`src/bspd_pkg.sv`:
```
// shared types and constants for the slider button position decoder
// no dependencies
`default_nettype none

package bspd_pkg;

  localparam int MAX_BUTTONS = 16;
  localparam int IDX_W       = $clog2(MAX_BUTTONS);
  localparam int CNT_W       = 5;
  localparam int DELTA_W     = 6;
  localparam int TIME_W      = 32;
  localparam int POS_W       = 7;
  localparam int CFG_IDX_W   = 2;
  localparam int CFG_DATA_W  = 32;

  localparam logic [POS_W-1:0] POS_MAX = POS_W'(100);

  localparam logic [CNT_W-1:0]   COUNT_RESET = CNT_W'(2);
  localparam logic [DELTA_W-1:0] DELTA_RESET = DELTA_W'(50);

  localparam logic [CFG_IDX_W-1:0] CFG_BUTTON_COUNT   = 2'd0;
  localparam logic [CFG_IDX_W-1:0] CFG_STEP_DELTA     = 2'd1;
  localparam logic [CFG_IDX_W-1:0] CFG_HOLD_THRESHOLD = 2'd2;

  typedef enum logic [1:0] {
    STATUS_TAKEN   = 2'd0,
    STATUS_HELD    = 2'd1,
    STATUS_INVALID = 2'd2
  } status_t;

  typedef struct packed {
    logic             found;
    logic             invalid;
    logic [POS_W-1:0] reading;
  } decode_t;

endpackage

`default_nettype wire

```
`src/bspd_decode.sv`:
```
// button pattern decode: lowest pressed button, pair detect, reading and saturation
// depends on bspd_pkg
`default_nettype none

module bspd_decode (
  input  wire logic [bspd_pkg::MAX_BUTTONS-1:0] buttons,
  input  wire logic [bspd_pkg::CNT_W-1:0]       count,
  input  wire logic [bspd_pkg::DELTA_W-1:0]     delta,
  output bspd_pkg::decode_t                     dec
);

  localparam int SLOT_W = bspd_pkg::IDX_W + 1;
  localparam int PROD_W = SLOT_W + bspd_pkg::DELTA_W;

  logic [bspd_pkg::CNT_W-1:0]       count_eff;
  logic [bspd_pkg::MAX_BUTTONS-1:0] mask;
  logic [bspd_pkg::MAX_BUTTONS-1:0] masked;
  logic [bspd_pkg::MAX_BUTTONS-1:0] low;
  logic [bspd_pkg::MAX_BUTTONS-1:0] nxt_bit;
  logic [bspd_pkg::MAX_BUTTONS-1:0] rest;
  logic [bspd_pkg::IDX_W-1:0]       idx;
  logic                             pair;
  logic [SLOT_W-1:0]                slot;
  logic [PROD_W-1:0]                prod;

  always_comb begin
    if (count > bspd_pkg::CNT_W'(bspd_pkg::MAX_BUTTONS)) begin
      count_eff = bspd_pkg::CNT_W'(bspd_pkg::MAX_BUTTONS);
    end else begin
      count_eff = count;
    end
    for (int k = 0; k < bspd_pkg::MAX_BUTTONS; k++) begin
      mask[k] = (bspd_pkg::CNT_W'(k) < count_eff);
    end
  end

  assign masked  = buttons & mask;
  assign low     = masked & (~masked + bspd_pkg::MAX_BUTTONS'(1));
  assign nxt_bit = (low << 1) & masked;
  assign rest    = masked & ~low & ~nxt_bit;
  assign pair    = |nxt_bit;

  // priority encoder, lowest pressed wins
  always_comb begin
    idx = '0;
    for (int k = bspd_pkg::MAX_BUTTONS - 1; k >= 0; k--) begin
      if (masked[k]) begin
        idx = bspd_pkg::IDX_W'(k);
      end
    end
  end

  assign slot = {idx, pair};
  assign prod = PROD_W'(slot) * PROD_W'(delta);

  always_comb begin
    dec.found   = |masked;
    dec.invalid = |rest;
    if (prod > PROD_W'(bspd_pkg::POS_MAX)) begin
      dec.reading = bspd_pkg::POS_MAX;
    end else begin
      dec.reading = prod[bspd_pkg::POS_W-1:0];
    end
  end

endmodule

`default_nettype wire

```
`src/button_slider_position_decoder_top.sv`:
```
// slider button position decoder, top level: input register, decode, hold logic, result register
// depends on bspd_pkg and bspd_decode
// an input transfer loads the input register; its decoded result then loads the result register
// once the result register can advance
// throughput: one item per cycle unless a stalled result holds both; input and result registers advance together
// reset: synchronous active-low rst_n clears valids, stored position and hold start
// and returns the config registers to their reset values
`default_nettype none

module button_slider_position_decoder_top (
  input  wire logic                               clk,
  input  wire logic                               rst_n,
  input  wire logic                               cfg_we,
  input  wire logic [bspd_pkg::CFG_IDX_W-1:0]     cfg_index,
  input  wire logic [bspd_pkg::CFG_DATA_W-1:0]    cfg_wdata,
  input  wire logic                               in_valid,
  output logic                                    in_stall,
  input  wire logic [bspd_pkg::MAX_BUTTONS-1:0]   in_button_states,
  input  wire logic [bspd_pkg::TIME_W-1:0]        in_now_ms,
  output logic                                    out_valid,
  input  wire logic                               out_stall,
  output logic signed [7:0]                       out_position,
  output logic [1:0]                              out_status
);

  logic [bspd_pkg::CNT_W-1:0]       button_count_r;
  logic [bspd_pkg::DELTA_W-1:0]     step_delta_r;
  logic [bspd_pkg::TIME_W-1:0]      hold_threshold_r;

  logic                             s1_valid_r;
  logic [bspd_pkg::MAX_BUTTONS-1:0] s1_buttons_r;
  logic [bspd_pkg::TIME_W-1:0]      s1_now_r;

  logic [bspd_pkg::POS_W-1:0]       stored_pos_r, stored_pos_nxt;
  logic [bspd_pkg::TIME_W-1:0]      hold_start_r, hold_start_nxt;

  logic                             out_valid_r;
  logic signed [7:0]                out_position_r, out_position_nxt;
  bspd_pkg::status_t                out_status_r, out_status_nxt;

  logic                             advance;
  logic [bspd_pkg::TIME_W-1:0]      elapsed;
  bspd_pkg::decode_t                dec;

  assign advance  = !out_valid_r || !out_stall;
  assign in_stall = s1_valid_r && !advance;

  bspd_decode u_decode (
    .buttons (s1_buttons_r),
    .count   (button_count_r),
    .delta   (step_delta_r),
    .dec     (dec)
  );

  assign elapsed = s1_now_r - hold_start_r;

  always_comb begin
    stored_pos_nxt   = stored_pos_r;
    hold_start_nxt   = hold_start_r;
    out_position_nxt = 8'(signed'({1'b0, stored_pos_r}));
    out_status_nxt   = bspd_pkg::STATUS_HELD;
    if (dec.invalid) begin
      out_position_nxt = -8'sd1;
      out_status_nxt   = bspd_pkg::STATUS_INVALID;
    end else if (dec.found) begin
      out_status_nxt = bspd_pkg::STATUS_TAKEN;
      if (dec.reading != stored_pos_r) begin
        if (elapsed > hold_threshold_r) begin
          stored_pos_nxt   = dec.reading;
          hold_start_nxt   = s1_now_r;
          out_position_nxt = 8'(signed'({1'b0, dec.reading}));
        end
      end else begin
        hold_start_nxt = s1_now_r;
      end
    end
  end

  // configuration writes
  always_ff @(posedge clk) begin
    if (!rst_n) begin
      button_count_r   <= bspd_pkg::COUNT_RESET;
      step_delta_r     <= bspd_pkg::DELTA_RESET;
      hold_threshold_r <= '0;
    end else if (cfg_we) begin
      case (cfg_index)
        bspd_pkg::CFG_BUTTON_COUNT:   button_count_r   <= cfg_wdata[bspd_pkg::CNT_W-1:0];
        bspd_pkg::CFG_STEP_DELTA:     step_delta_r     <= cfg_wdata[bspd_pkg::DELTA_W-1:0];
        bspd_pkg::CFG_HOLD_THRESHOLD: hold_threshold_r <= cfg_wdata[bspd_pkg::TIME_W-1:0];
        default: ;
      endcase
    end
  end

  // input register
  always_ff @(posedge clk) begin
    if (!rst_n) begin
      s1_valid_r <= 1'b0;
    end else if (!in_stall) begin
      s1_valid_r <= in_valid;
    end
  end

  always_ff @(posedge clk) begin
    if (in_valid && !in_stall) begin
      s1_buttons_r <= in_button_states;
      s1_now_r     <= in_now_ms;
    end
  end

  // state and result register
  always_ff @(posedge clk) begin
    if (!rst_n) begin
      stored_pos_r <= '0;
      hold_start_r <= '0;
      out_valid_r  <= 1'b0;
    end else if (advance) begin
      out_valid_r <= s1_valid_r;
      if (s1_valid_r) begin
        stored_pos_r <= stored_pos_nxt;
        hold_start_r <= hold_start_nxt;
      end
    end
  end

  always_ff @(posedge clk) begin
    if (advance && s1_valid_r) begin
      out_position_r <= out_position_nxt;
      out_status_r   <= out_status_nxt;
    end
  end

  assign out_valid    = out_valid_r;
  assign out_position = out_position_r;
  assign out_status   = out_status_r;

endmodule

`default_nettype wire

```
`config.mk`:
```
export PLATFORM = sky130hd
export DESIGN_NAME = button_slider_position_decoder_top
export DESIGN_NICKNAME = d
export VERILOG_FILES = /design/src/bspd_pkg.sv /design/src/bspd_decode.sv /design/src/button_slider_position_decoder_top.sv
export SDC_FILE = /design/constraint.sdc
export NUM_CORES = 1
export LEC_CHECK = 0
export BUFFER_PORTS_ARGS = -buffer_cell sky130_fd_sc_hd__buf_2
export CAP_MARGIN = 10
export CELL_PAD_IN_SITES_DETAIL_PLACEMENT = 0
export CELL_PAD_IN_SITES_GLOBAL_PLACEMENT = 1
export CORE_MARGIN = 5
export CORE_UTILIZATION = 50
export CTS_CLUSTER_DIAMETER = 40
export DETAILED_ROUTE_END_ITERATION = 12
export PLACE_DENSITY_LB_ADDON = 0.1
export SYNTH_ARGS = -nofsm -noshare
export SYNTH_HDL_FRONTEND = slang
export SYNTH_SLANG_ARGS = --single-unit
```
`constraint.sdc`:
```
create_clock -name clk -period 14.72 [get_ports clk]
set_input_delay 2.944 -clock clk [delete_from_list [all_inputs] [get_ports clk]]
set_output_delay 2.944 -clock clk [all_outputs]
set_load 0.005 [all_outputs]
```
==> impl_metrics.csv, run 1 <==
group,metric,value,unit
critical_path,slowest_stage,"dfxtp_1",
synth,syn_area_per_cell,8.99,sq um
clock_tree,insertion_delay,0.43,ns
status,status,"finished clean",
cells_and_area,fillCellCount,1851,
global_route,grt_pass1_wl,36700,microns
synth,synthTopCellsByCount,"188 x nand2_1, 102 x inv_1, 84 x dfxtp_1",
routing,postRouteAntennaNets,0,
place,gp_congestion,0.868,
routing,firstDrtPassIters,5,
power_and_ir_drop,power.switching,384,uW
critical_path,cp_cell_sequence,"or2_1 > o21ai_1 > nand2_1 > o21ai_0 > a211oi_1 > nand2_1 > fa_1 > fa_1 > fa_1 > inv_1 > ha_1 > nor2b_1 > o31a_1 > or4_1 > a211oi_1 > o211ai_1 > a41o_4 > o21bai_1 > a2111oi_2 > a21bo_1 > buf_4 > mux2i_1",
power_and_ir_drop,vdd_drop_max,0.0000776,V
routing,viasPerCell,5.26,
cells_and_area,diodes,0,
synth,synth_fa_ha_area_frac,0.133,
timing,finalCritPeriodShare,0.523,
floorplan,pin_count,99,
power_and_ir_drop,clockPowerShare,0.355,
timing,finalSetupViolCount,0,
power_and_ir_drop,cellLeakagePower,4.52,nW
global_route,grt_pass1_vias,7570,
clock_tree,cts_buffers,17,
synth,yosys.area.top_type_share,0.177,
timing,relSlewSlack,0.238,
floorplan,floorplan.die_area,22300,sq um
timing,finalCriticalPeriod,7.69,ns
synth,ys_types,87,
synth,syn_inst,1078,
synth,yosys_most_used_dff,"dfxtp_1",
synth,synth_area,9700,sq um
clock_tree,ctsHoldBuffers,0,
clock_tree,cts_buffer_depth,2,
synth,synth_edf_count,57,
flow_run,cap_violations,0,
timing,hold_viol,0,
global_route,grt.overflow.total,0,
floorplan,start_util,0.503,
cells_and_area,fin_nets,1345,
critical_path,cp_max_fo,32,
synth,yosysSeqAreaShare,0.350,
floorplan,dieWidth,149,microns
synth,synth_compound_area_frac,0.177,
global_route,gr-usage-all-layers,0.203,
synth,synth_top_family_by_area,"simple AND/OR/NAND/NOR gates",
critical_path,crit_top_cell,"fa_1",
power_and_ir_drop,p_int,849,uW
place,io_buffers,98,
timing,fin_tns_setup,0,ns
timing,worstMarginPinSlew,1.14,ns
routing,drt-initial-drc-count,358,
synth,synth.ff_latch_count,141,
synth,synth-simple-area-share,0.188,
clock_tree,path_clk_slew,0.06,ns
synth,yosysMostFrequentCell,"nand2_1",
clock_tree,cts_setup_buffers,0,
floorplan,dieHeight,149,microns
power_and_ir_drop,power_frac_comb,0.277,
cells_and_area,layout-drive-gt1-share,0.136,
global_route,antenna_found_initial,0,
synth,syn-num-nets,1260,
synth,yosys-mux-area-fraction,0.0579,
critical_path,start_kind,"flop",
routing,vias,7583,
critical_path,cpPeakStageDelay,0.76,ns
routing,wl_per_cell,15.0,microns
clock_tree,clock_sinks,141,
timing,slew_violations,0,
routing,drt-total-wl,21600,microns
clock_tree,cts_tree,"built",
timing,rsz0062_at_grt,"false",
hold_path,hp-class,"flop to flop",
critical_path,criticalPathCategory,"flop to flop",
timing,whs,0.457,ns
clock_tree,root_buffer,"clkbuf_16",
critical_path,worstPathArrival,8.04,ns
clock_tree,post_cts_resized,0,
floorplan,coreArea,19300,sq um
synth,yosysWarnings,0,
global_route,grt_start_max_net_pins,124,
critical_path,end_kind,"flop",
clock_tree,h-tree-depth,4,
synth,synth-async-reset-ratio,0,
synth,synth.area.top_cells,"edfxtp_1 18%, dfxtp_1 17%, ha_1 11%",
power_and_ir_drop,seq_power_share,0.368,
power_and_ir_drop,switching_share,0.311,
timing,finClkSkew,0.0135,ns
synth,synth_top_area_cell,"edfxtp_1",
routing,route.detailed.drc,0,
floorplan,placementRows,51,
cells_and_area,areaGrowthSynthToFinish,12.7,%
critical_path,cp.required,15.06,ns
timing,fmax,0.130,GHz
place,dp_hpwl,16200,microns
synth,synth_xor_area_frac,0.0307,
power_and_ir_drop,power.density,113,nW/um^2
power by group through the flow:
| stage | combinational [mW] | sequential [mW] | clock (mW) |
|---|---|---|---|
| after floorplan | 0.273 | 0.457 | 0 |
| after global placement | 0.340 | 0.462 | 0 |
| after detailed placement | 0.343 | 0.462 | 0 |
| after CTS | 0.346 | 0.454 | 0.448 |
| after global routing | 0.392 | 0.457 | 0.465 |
| final | 0.342 | 0.454 | 0.437 |
routing by layer:
layer | vias up | share of wire | global-route usage
met2 | 115 | 0.48 | 0.347
met3 | 23 | 0.032 | 0.0389
met5 | - | 0 | 0
met4 | 0 | 0.011 | 0.0439
li1 | 3951 | - | -
met1 | 3494 | 0.48 | 0.269
state kept, by name, indices dropped and copies added, names as in the netlist:
name,flops
out_status,1
s1_buttons_r,16
s1_now_r,32
stored_pos_r,7
step_delta_r,6
hold_start_r,32
button_count_r,5
hold_threshold_r,32
out_position,8
s1_valid_r,1
out_valid,1
worst paths after layout:
check | from | end | slack [ns] | depth (start not counted)
max | button_count_r[4] | hold_start_r[17] | 7.03 | 22
min | hold_start_r[8] | hold_start_r[8] | 0.46 | 2
max reg2reg | button_count_r[4] | hold_start_r[17] | 7.03 | 22
min reg2reg | hold_start_r[8] | hold_start_r[8] | 0.46 | 2
layout make-up:
cell class	count	area [sq um]	area share
clock buffers	19	443	0.0405
clock inverters	13	154	0.0141
inverters	102	383	0.0350
multi-input cells	798	5690	0.521
flip-flops and latches	141	3390	0.311
well taps	265	332	0.0303
repair buffers	103	531	0.0486
stage by stage:
stage	instance area, sq um	setup WS [ns]	power, mW	util	instances
6_report	10900	7.03	1.23	0.567	1441
4_1_cts	10900	7.05	1.25	0.567	1441
5_1_grt	10900	6.50	1.31	0.567	1441
3_3_place_gp	10300	7.25	0.802	0.536	1409
2_1_floorplan	9700	8.25	0.730	-	1078
3_5_place_dp	10300	7.11	0.805	0.536	1409
critical path: cells and delay by family, from the launching register on:
kind | cells | cell delay [ns]
mux | 1 | 0.25
flops | 1 | 0.76
simple gates | 5 | 1.35
buf+inv | 2 | 0.52
fa+ha+maj | 4 | 1.87
compound gates | 10 | 2.83
cells in the final DEF, fill, tap and decap left out, drive strengths merged, types with 7 or more instances in the layout:
| cell type | instances |
|---|---|
| dfxtp | 84 |
| a211oi | 7 |
| inv | 107 |
| a21boi | 36 |
| a21oi | 43 |
| nor3 | 14 |
| or2 | 8 |
| buf | 103 |
| o31ai | 7 |
| xnor2 | 20 |
| nand2b | 9 |
| edfxtp | 57 |
| nor2 | 52 |
| nor2b | 17 |
| nor3b | 7 |
| nand4 | 8 |
| clkbuf | 19 |
| o21ai | 35 |
| nand3 | 18 |
| mux2i | 55 |
| fa | 13 |
| ha | 82 |
| o21a | 15 |
| a21o | 24 |
| and2 | 25 |
| o211ai | 9 |
| nand2 | 188 |
| and3 | 8 |
| xor2 | 14 |
kinds of logic after synthesis:
| logic type | after synthesis |
|---|---|
| xor gates and xnor gates | 34 |
| AOI/OAI and AO/OA | 233 |
| buffers and inverters | 139 |
| DFF | 141 |
| adders and majority gates | 95 |
| muxes | 56 |
| and+or+nand+nor | 380 |
(Power assumes the default switching activity.)
==> run 2: changes to the inputs <==
Settings changed: CORE_UTILIZATION 50 to 46.
Clock period 14.72 ns to 7.1 ns, I/O delays scaled along.
==> impl_metrics.csv, run 2 (synthesis results as in run 1) <==
group,metric,value,unit
power_and_ir_drop,cellLeakagePower,4.61,nW
routing,wl_per_cell,15.3,microns
routing,drt-total-wl,22400,microns
power_and_ir_drop,p_int,1.81,mW
critical_path,end_kind,"flop",
clock_tree,cts_buffer_depth,2,
power_and_ir_drop,power.density,235,nW/um^2
floorplan,pin_count,99,
timing,finalSetupViolCount,0,
floorplan,placementRows,53,
clock_tree,clock_sinks,141,
clock_tree,cts_tree,"built",
critical_path,cp.required,7.43,ns
cells_and_area,reg_top3,"hold_start_r: 32 flops, hold_threshold_r: 32 flops, s1_now_r: 32 flops",
routing,viasPerCell,5.21,
power_and_ir_drop,vdd_drop_max,0.000147,V
timing,fin_tns_setup,0,ns
critical_path,worstPathArrival,7.04,ns
clock_tree,cts_buffers,17,
hold_path,hp-class,"flop to flop",
power_and_ir_drop,seq_power_share,0.359,
power_and_ir_drop,power.switching,807,uW
routing,route.detailed.drc,0,
global_route,grt_start_max_net_pins,75,
power_and_ir_drop,clockPowerShare,0.358,
timing,finalCritPeriodShare,0.944,
flow_run,cap_violations,0,
floorplan,dieHeight,155,microns
cells_and_area,diodes,0,
routing,drt-initial-drc-count,295,
timing,finClkSkew,0.0123,ns
cells_and_area,fin_nets,1361,
floorplan,start_util,0.464,
timing,finalCriticalPeriod,6.70,ns
cells_and_area,layout_common_cells,"188 x nand2_1, 102 x inv_1, 97 x buf_2, 82 x ha_1, 80 x dfxtp_1",
power_and_ir_drop,finalPower,2.62,mW
power_and_ir_drop,power_frac_comb,0.283,
timing,hold_viol,0,
floorplan,coreArea,20900,sq um
global_route,grt_pass1_vias,7551,
clock_tree,h-tree-depth,4,
clock_tree,root_buffer,"clkbuf_16",
timing,rsz0062_at_grt,"false",
global_route,gr-usage-all-layers,0.190,
power_and_ir_drop,switching_share,0.308,
cells_and_area,final_common_cell,"nand2_1",
routing,postRouteAntennaNets,0,
critical_path,rrSetupSlack,0.40,ns
place,dp_hpwl,16700,microns
clock_tree,path_clk_slew,0.06,ns
clock_tree,insertion_delay,0.42,ns
timing,relSlewSlack,0.434,
critical_path,criticalPathCategory,"flop to flop",
status,status,"finished clean",
global_route,grt.overflow.total,0,
critical_path,cp_max_fo,18,
floorplan,dieWidth,155,microns
global_route,antenna_found_initial,0,
critical_path,start_kind,"flop",
floorplan,floorplan.die_area,24100,sq um
place,io_buffers,98,
routing,firstDrtPassIters,4,
place,gp_congestion,0.879,
global_route,grt_pass1_wl,37300,microns
timing,fmax,0.149,GHz
routing,vias,7647,
cells_and_area,areaGrowthSynthToFinish,14.9,%
timing,slew_violations,0,
timing,worstMarginPinSlew,0.847,ns
cells_and_area,layout-drive-gt1-share,0.155,
==> run 2: cell count changes in the layout (fill, tap and decap cells not counted), sizes merged <==
cell and change:
clkinvlp +1, bufinv +1, buf +15, clkbuf +2, clkinv -2, inv -1
==> run 2: stage by stage <==
| step | std cells | hold WS, ns | setup WS [ns] | area, sq um | utilization |
|---|---|---|---|---|---|
| after floorplan | 1078 | 0.435 | 0.626 | 9700 | - |
| after global placement | 1433 | 0.442 | 0.321 | 10500 | 0.501 |
| after detailed placement | 1433 | 0.447 | 0.199 | 10500 | 0.501 |
| after CTS | 1465 | 0.458 | 0.183 | 11100 | 0.530 |
| after global routing | 1467 | 0.474 | 0.0143 | 11100 | 0.533 |
| final | 1467 | 0.457 | 0.398 | 11100 | 0.533 |
==> run 2: path summary, 6_finish.rpt <==
check	cells after the start	startpoint	endpoint
worst min-delay path	2	hold_start_r[13]	hold_start_r[13]
worst min register to register	2	hold_start_r[13]	hold_start_r[13]
worst max-delay path	23	button_count_r[1]	hold_start_r[0]
worst max register to register	23	button_count_r[1]	hold_start_r[0]
==> run 2: layer usage <==
metal,vias up,track usage,share of wire,wire length (microns)
met2,124,0.311,0.47,10400
li1,3980,-,-,-
met1,3526,0.257,0.49,11000
met5,-,0,0,0
met3,17,0.0373,0.032,714
met4,0,0.0559,0.013,296
==> run 2: worst max-delay path: stages, from the launching register on <==
cell and delay (ns):
dfxtp_4 0.41, a2111o_1 0.51, o21ai_2 0.15, and4_4 0.30
nand3_2 0.12, a21oi_1 0.22, nand2_1 0.11, fa_1 0.52
fa_1 0.52, fa_1 0.55, inv_1 0.04, ha_1 0.33
nor2b_1 0.16, o31a_1 0.29, or4_1 0.41, a211oi_1 0.20
o211ai_1 0.16, buf_4 0.19, nor3b_2 0.25, xor2_1 0.15
a2111oi_2 0.29, a21bo_2 0.27, buf_12 0.20, mux2i_1 0.23
==> run 2: area by class of cell <==
| type | instances | area, sq um |
|---|---|---|
| timing repair buffer | 119 | 681 |
| sequential | 141 | 3400 |
| tap | 275 | 344 |
| multi-input combinational | 798 | 5730 |
| fill | 1996 | 9750 |
| clock inverter | 12 | 160 |
| inverter | 102 | 383 |
| clock buffer | 20 | 447 |
==> run 2: power groups by stage <==
stage	Sequential [mW]	Clock, mW	Combinational [mW]
finish	0.941	0.938	0.742
global route	0.947	0.997	0.843
CTS	0.940	0.969	0.740
detailed placement	0.958	0	0.734
global placement	0.957	0	0.729
floorplan	0.947	0	0.567
==> run 2: what timing repair did <==
item,4_1_cts,5_1_grt
hold buffers,0,0
resized for setup,0,12
setup buffers,0,1
endpoints found under the setup margin,0,46
==> run 3: changes to the inputs <==
Settings changed: CAP_MARGIN 10 to 25, PLACE_DENSITY from default to 0.86, PLACE_DENSITY_LB_ADDON 0.1 to default.
==> impl_metrics.csv, run 3 (synthesis results as in run 1) <==
group,metric,value,unit
clock_tree,cts_tree,"built",
power_and_ir_drop,switching_share,0.312,
cells_and_area,instances_no_fill,1476,
timing,finalCriticalPeriod,6.72,ns
timing,slew_violations,0,
clock_tree,cts_buffers,17,
critical_path,start_kind,"flop",
power_and_ir_drop,clockPowerShare,0.344,
cells_and_area,diodes,0,
critical_path,worstPathArrival,7.06,ns
timing,fin_ws,0.376,ns
timing,finalSetupViolCount,0,
floorplan,floorplan.die_area,24100,sq um
power_and_ir_drop,p_int,1.78,mW
floorplan,placementRows,53,
cells_and_area,final_common_cell,"nand2_1",
cells_and_area,areaGrowthSynthToFinish,16.4,%
routing,postRouteAntennaNets,0,
timing,finClkSkew,0.0129,ns
place,gp_congestion,0.844,
routing,route.detailed.drc,0,
global_route,grt_pass1_wl,36400,microns
critical_path,crit_family,"compound AO/OA/AOI/OAI gates",
routing,drt-total-wl,22200,microns
timing,fmax,0.149,GHz
floorplan,start_util,0.464,
clock_tree,path_clk_slew,0.07,ns
power_and_ir_drop,power.switching,810,uW
global_route,grt_start_max_net_pins,124,
critical_path,criticalPathCategory,"flop to flop",
cells_and_area,layout_common_cells,"188 x nand2_1, 102 x inv_1, 97 x buf_2, 82 x ha_1, 80 x dfxtp_1",
timing,worstMarginPinSlew,0.771,ns
global_route,grt.overflow.total,0,
floorplan,pin_count,99,
routing,drt-initial-drc-count,315,
clock_tree,clock_sinks,141,
critical_path,slowest_stage,"fa_1",
routing,vias,7740,
timing,whs,0.456,ns
power_and_ir_drop,power.density,230,nW/um^2
flow_run,cap_violations,0,
power_and_ir_drop,cellLeakagePower,4.67,nW
global_route,grt_pass1_vias,7515,
power_and_ir_drop,seq_power_share,0.363,
place,place_ws,0.200,ns
critical_path,crit_buf_inv,4,
clock_tree,insertion_delay,0.42,ns
timing,finalCritPeriodShare,0.947,
global_route,antenna_found_initial,0,
cells_and_area,layout-drive-gt1-share,0.167,
timing,relSlewSlack,0.484,
routing,firstDrtPassIters,5,
cells_and_area,fin_nets,1370,
clock_tree,root_buffer,"clkbuf_16",
timing,hold_viol,0,
critical_path,cp_max_fo,15,
floorplan,coreArea,20900,sq um
critical_path,end_kind,"flop",
floorplan,dieHeight,155,microns
routing,wl_per_cell,15.0,microns
power_and_ir_drop,power_frac_comb,0.293,
critical_path,cpPeakStageDelay,0.54,ns
power_and_ir_drop,vdd_drop_max,0.000156,V
critical_path,cp_cell_sequence,"buf_4 > o31a_1 > o21ai_4 > and4_4 > nand3_2 > a21oi_2 > nand2_1 > fa_1 > fa_1 > fa_1 > inv_1 > ha_1 > nor2b_1 > o31a_1 > or4_1 > a211oi_1 > o211ai_1 > buf_4 > nor3b_4 > xor2_2 > a2111oi_2 > a21bo_2 > buf_12 > mux2i_1",
clock_tree,h-tree-depth,4,
place,dp_hpwl,16200,microns
cells_and_area,reg_top3,"hold_start_r: 32 flops, hold_threshold_r: 32 flops, s1_now_r: 32 flops",
clock_tree,ctsHoldBuffers,0,
routing,viasPerCell,5.24,
status,status,"finished clean",
global_route,gr-usage-all-layers,0.183,
place,place_inst,1430,
critical_path,cp.required,7.44,ns
hold_path,hp-class,"flop to flop",
critical_path,crit_top_cell,"fa_1",
floorplan,dieWidth,155,microns
cells_and_area,fin_util,0.540,
place,io_buffers,98,
clock_tree,cts_buffer_depth,2,
## run 3: path summary, 6_finish.rpt
path,startpoint,end,slack [ns],cells after the start
min,hold_start_r[22],hold_start_r[22],0.46,2
max reg2reg,button_count_r[2],hold_start_r[4],0.38,24
max,button_count_r[2],hold_start_r[4],0.38,24
min reg2reg,hold_start_r[22],hold_start_r[22],0.46,2
## run 3: what timing repair did
item,4_1_cts,5_1_grt
resized for setup,0,25
setup endpoints to repair,0,46
setup buffers,0,10
## run 3: power groups by stage
stage	sequential, mW	combinational, mW	clock (mW)
final	0.940	0.760	0.893
after detailed placement	0.957	0.726	0
after floorplan	0.947	0.567	0
after global placement	0.956	0.715	0
after CTS	0.940	0.732	0.911
after global routing	0.947	0.863	0.950
## run 3: worst register-to-register path: cells and delay by family, from the launching register on
| kind | cells | cell delay (ns) |
|---|---|---|
| AOI/OAI and AO/OA | 8 | 2.07 |
| xor gates and xnor gates | 1 | 0.12 |
| adders and majority gates | 4 | 1.92 |
| buffers and inverters | 4 | 0.61 |
| DFF | 1 | 0.41 |
| muxes | 1 | 0.23 |
| and+or+nand+nor | 6 | 1.31 |
## run 3: area by class of cell
type / instances / area [sq um]
Clock inverter: 14 / 160
Tap cell: 275 / 344
Fill cell: 1962 / 9600
Multi-Input combinational cell: 798 / 5780
Inverter: 102 / 383
Timing Repair Buffer: 128 / 786
Clock buffer: 18 / 429
Sequential cell: 141 / 3400
## run 3: metal layers
layer,vias up,routed length [microns],global-route usage,share of wire
met5,-,0,0,0
met4,0,349,0.0650,0.016
met3,26,786,0.0281,0.035
met2,152,10400,0.299,0.47
met1,3561,10600,0.248,0.48
li1,4001,-,-,-
## run 3: per-stage QoR
stage / area, sq um / TNS, ns / total power, mW
4_1_cts: 11000 / 0 / 2.58
6_report: 11300 / 0 / 2.59
3_3_place_gp: 10400 / 0 / 1.67
5_1_grt: 11300 / -0.590 / 2.76
3_5_place_dp: 10400 / 0 / 1.68
2_1_floorplan: 9700 / 0 / 1.51
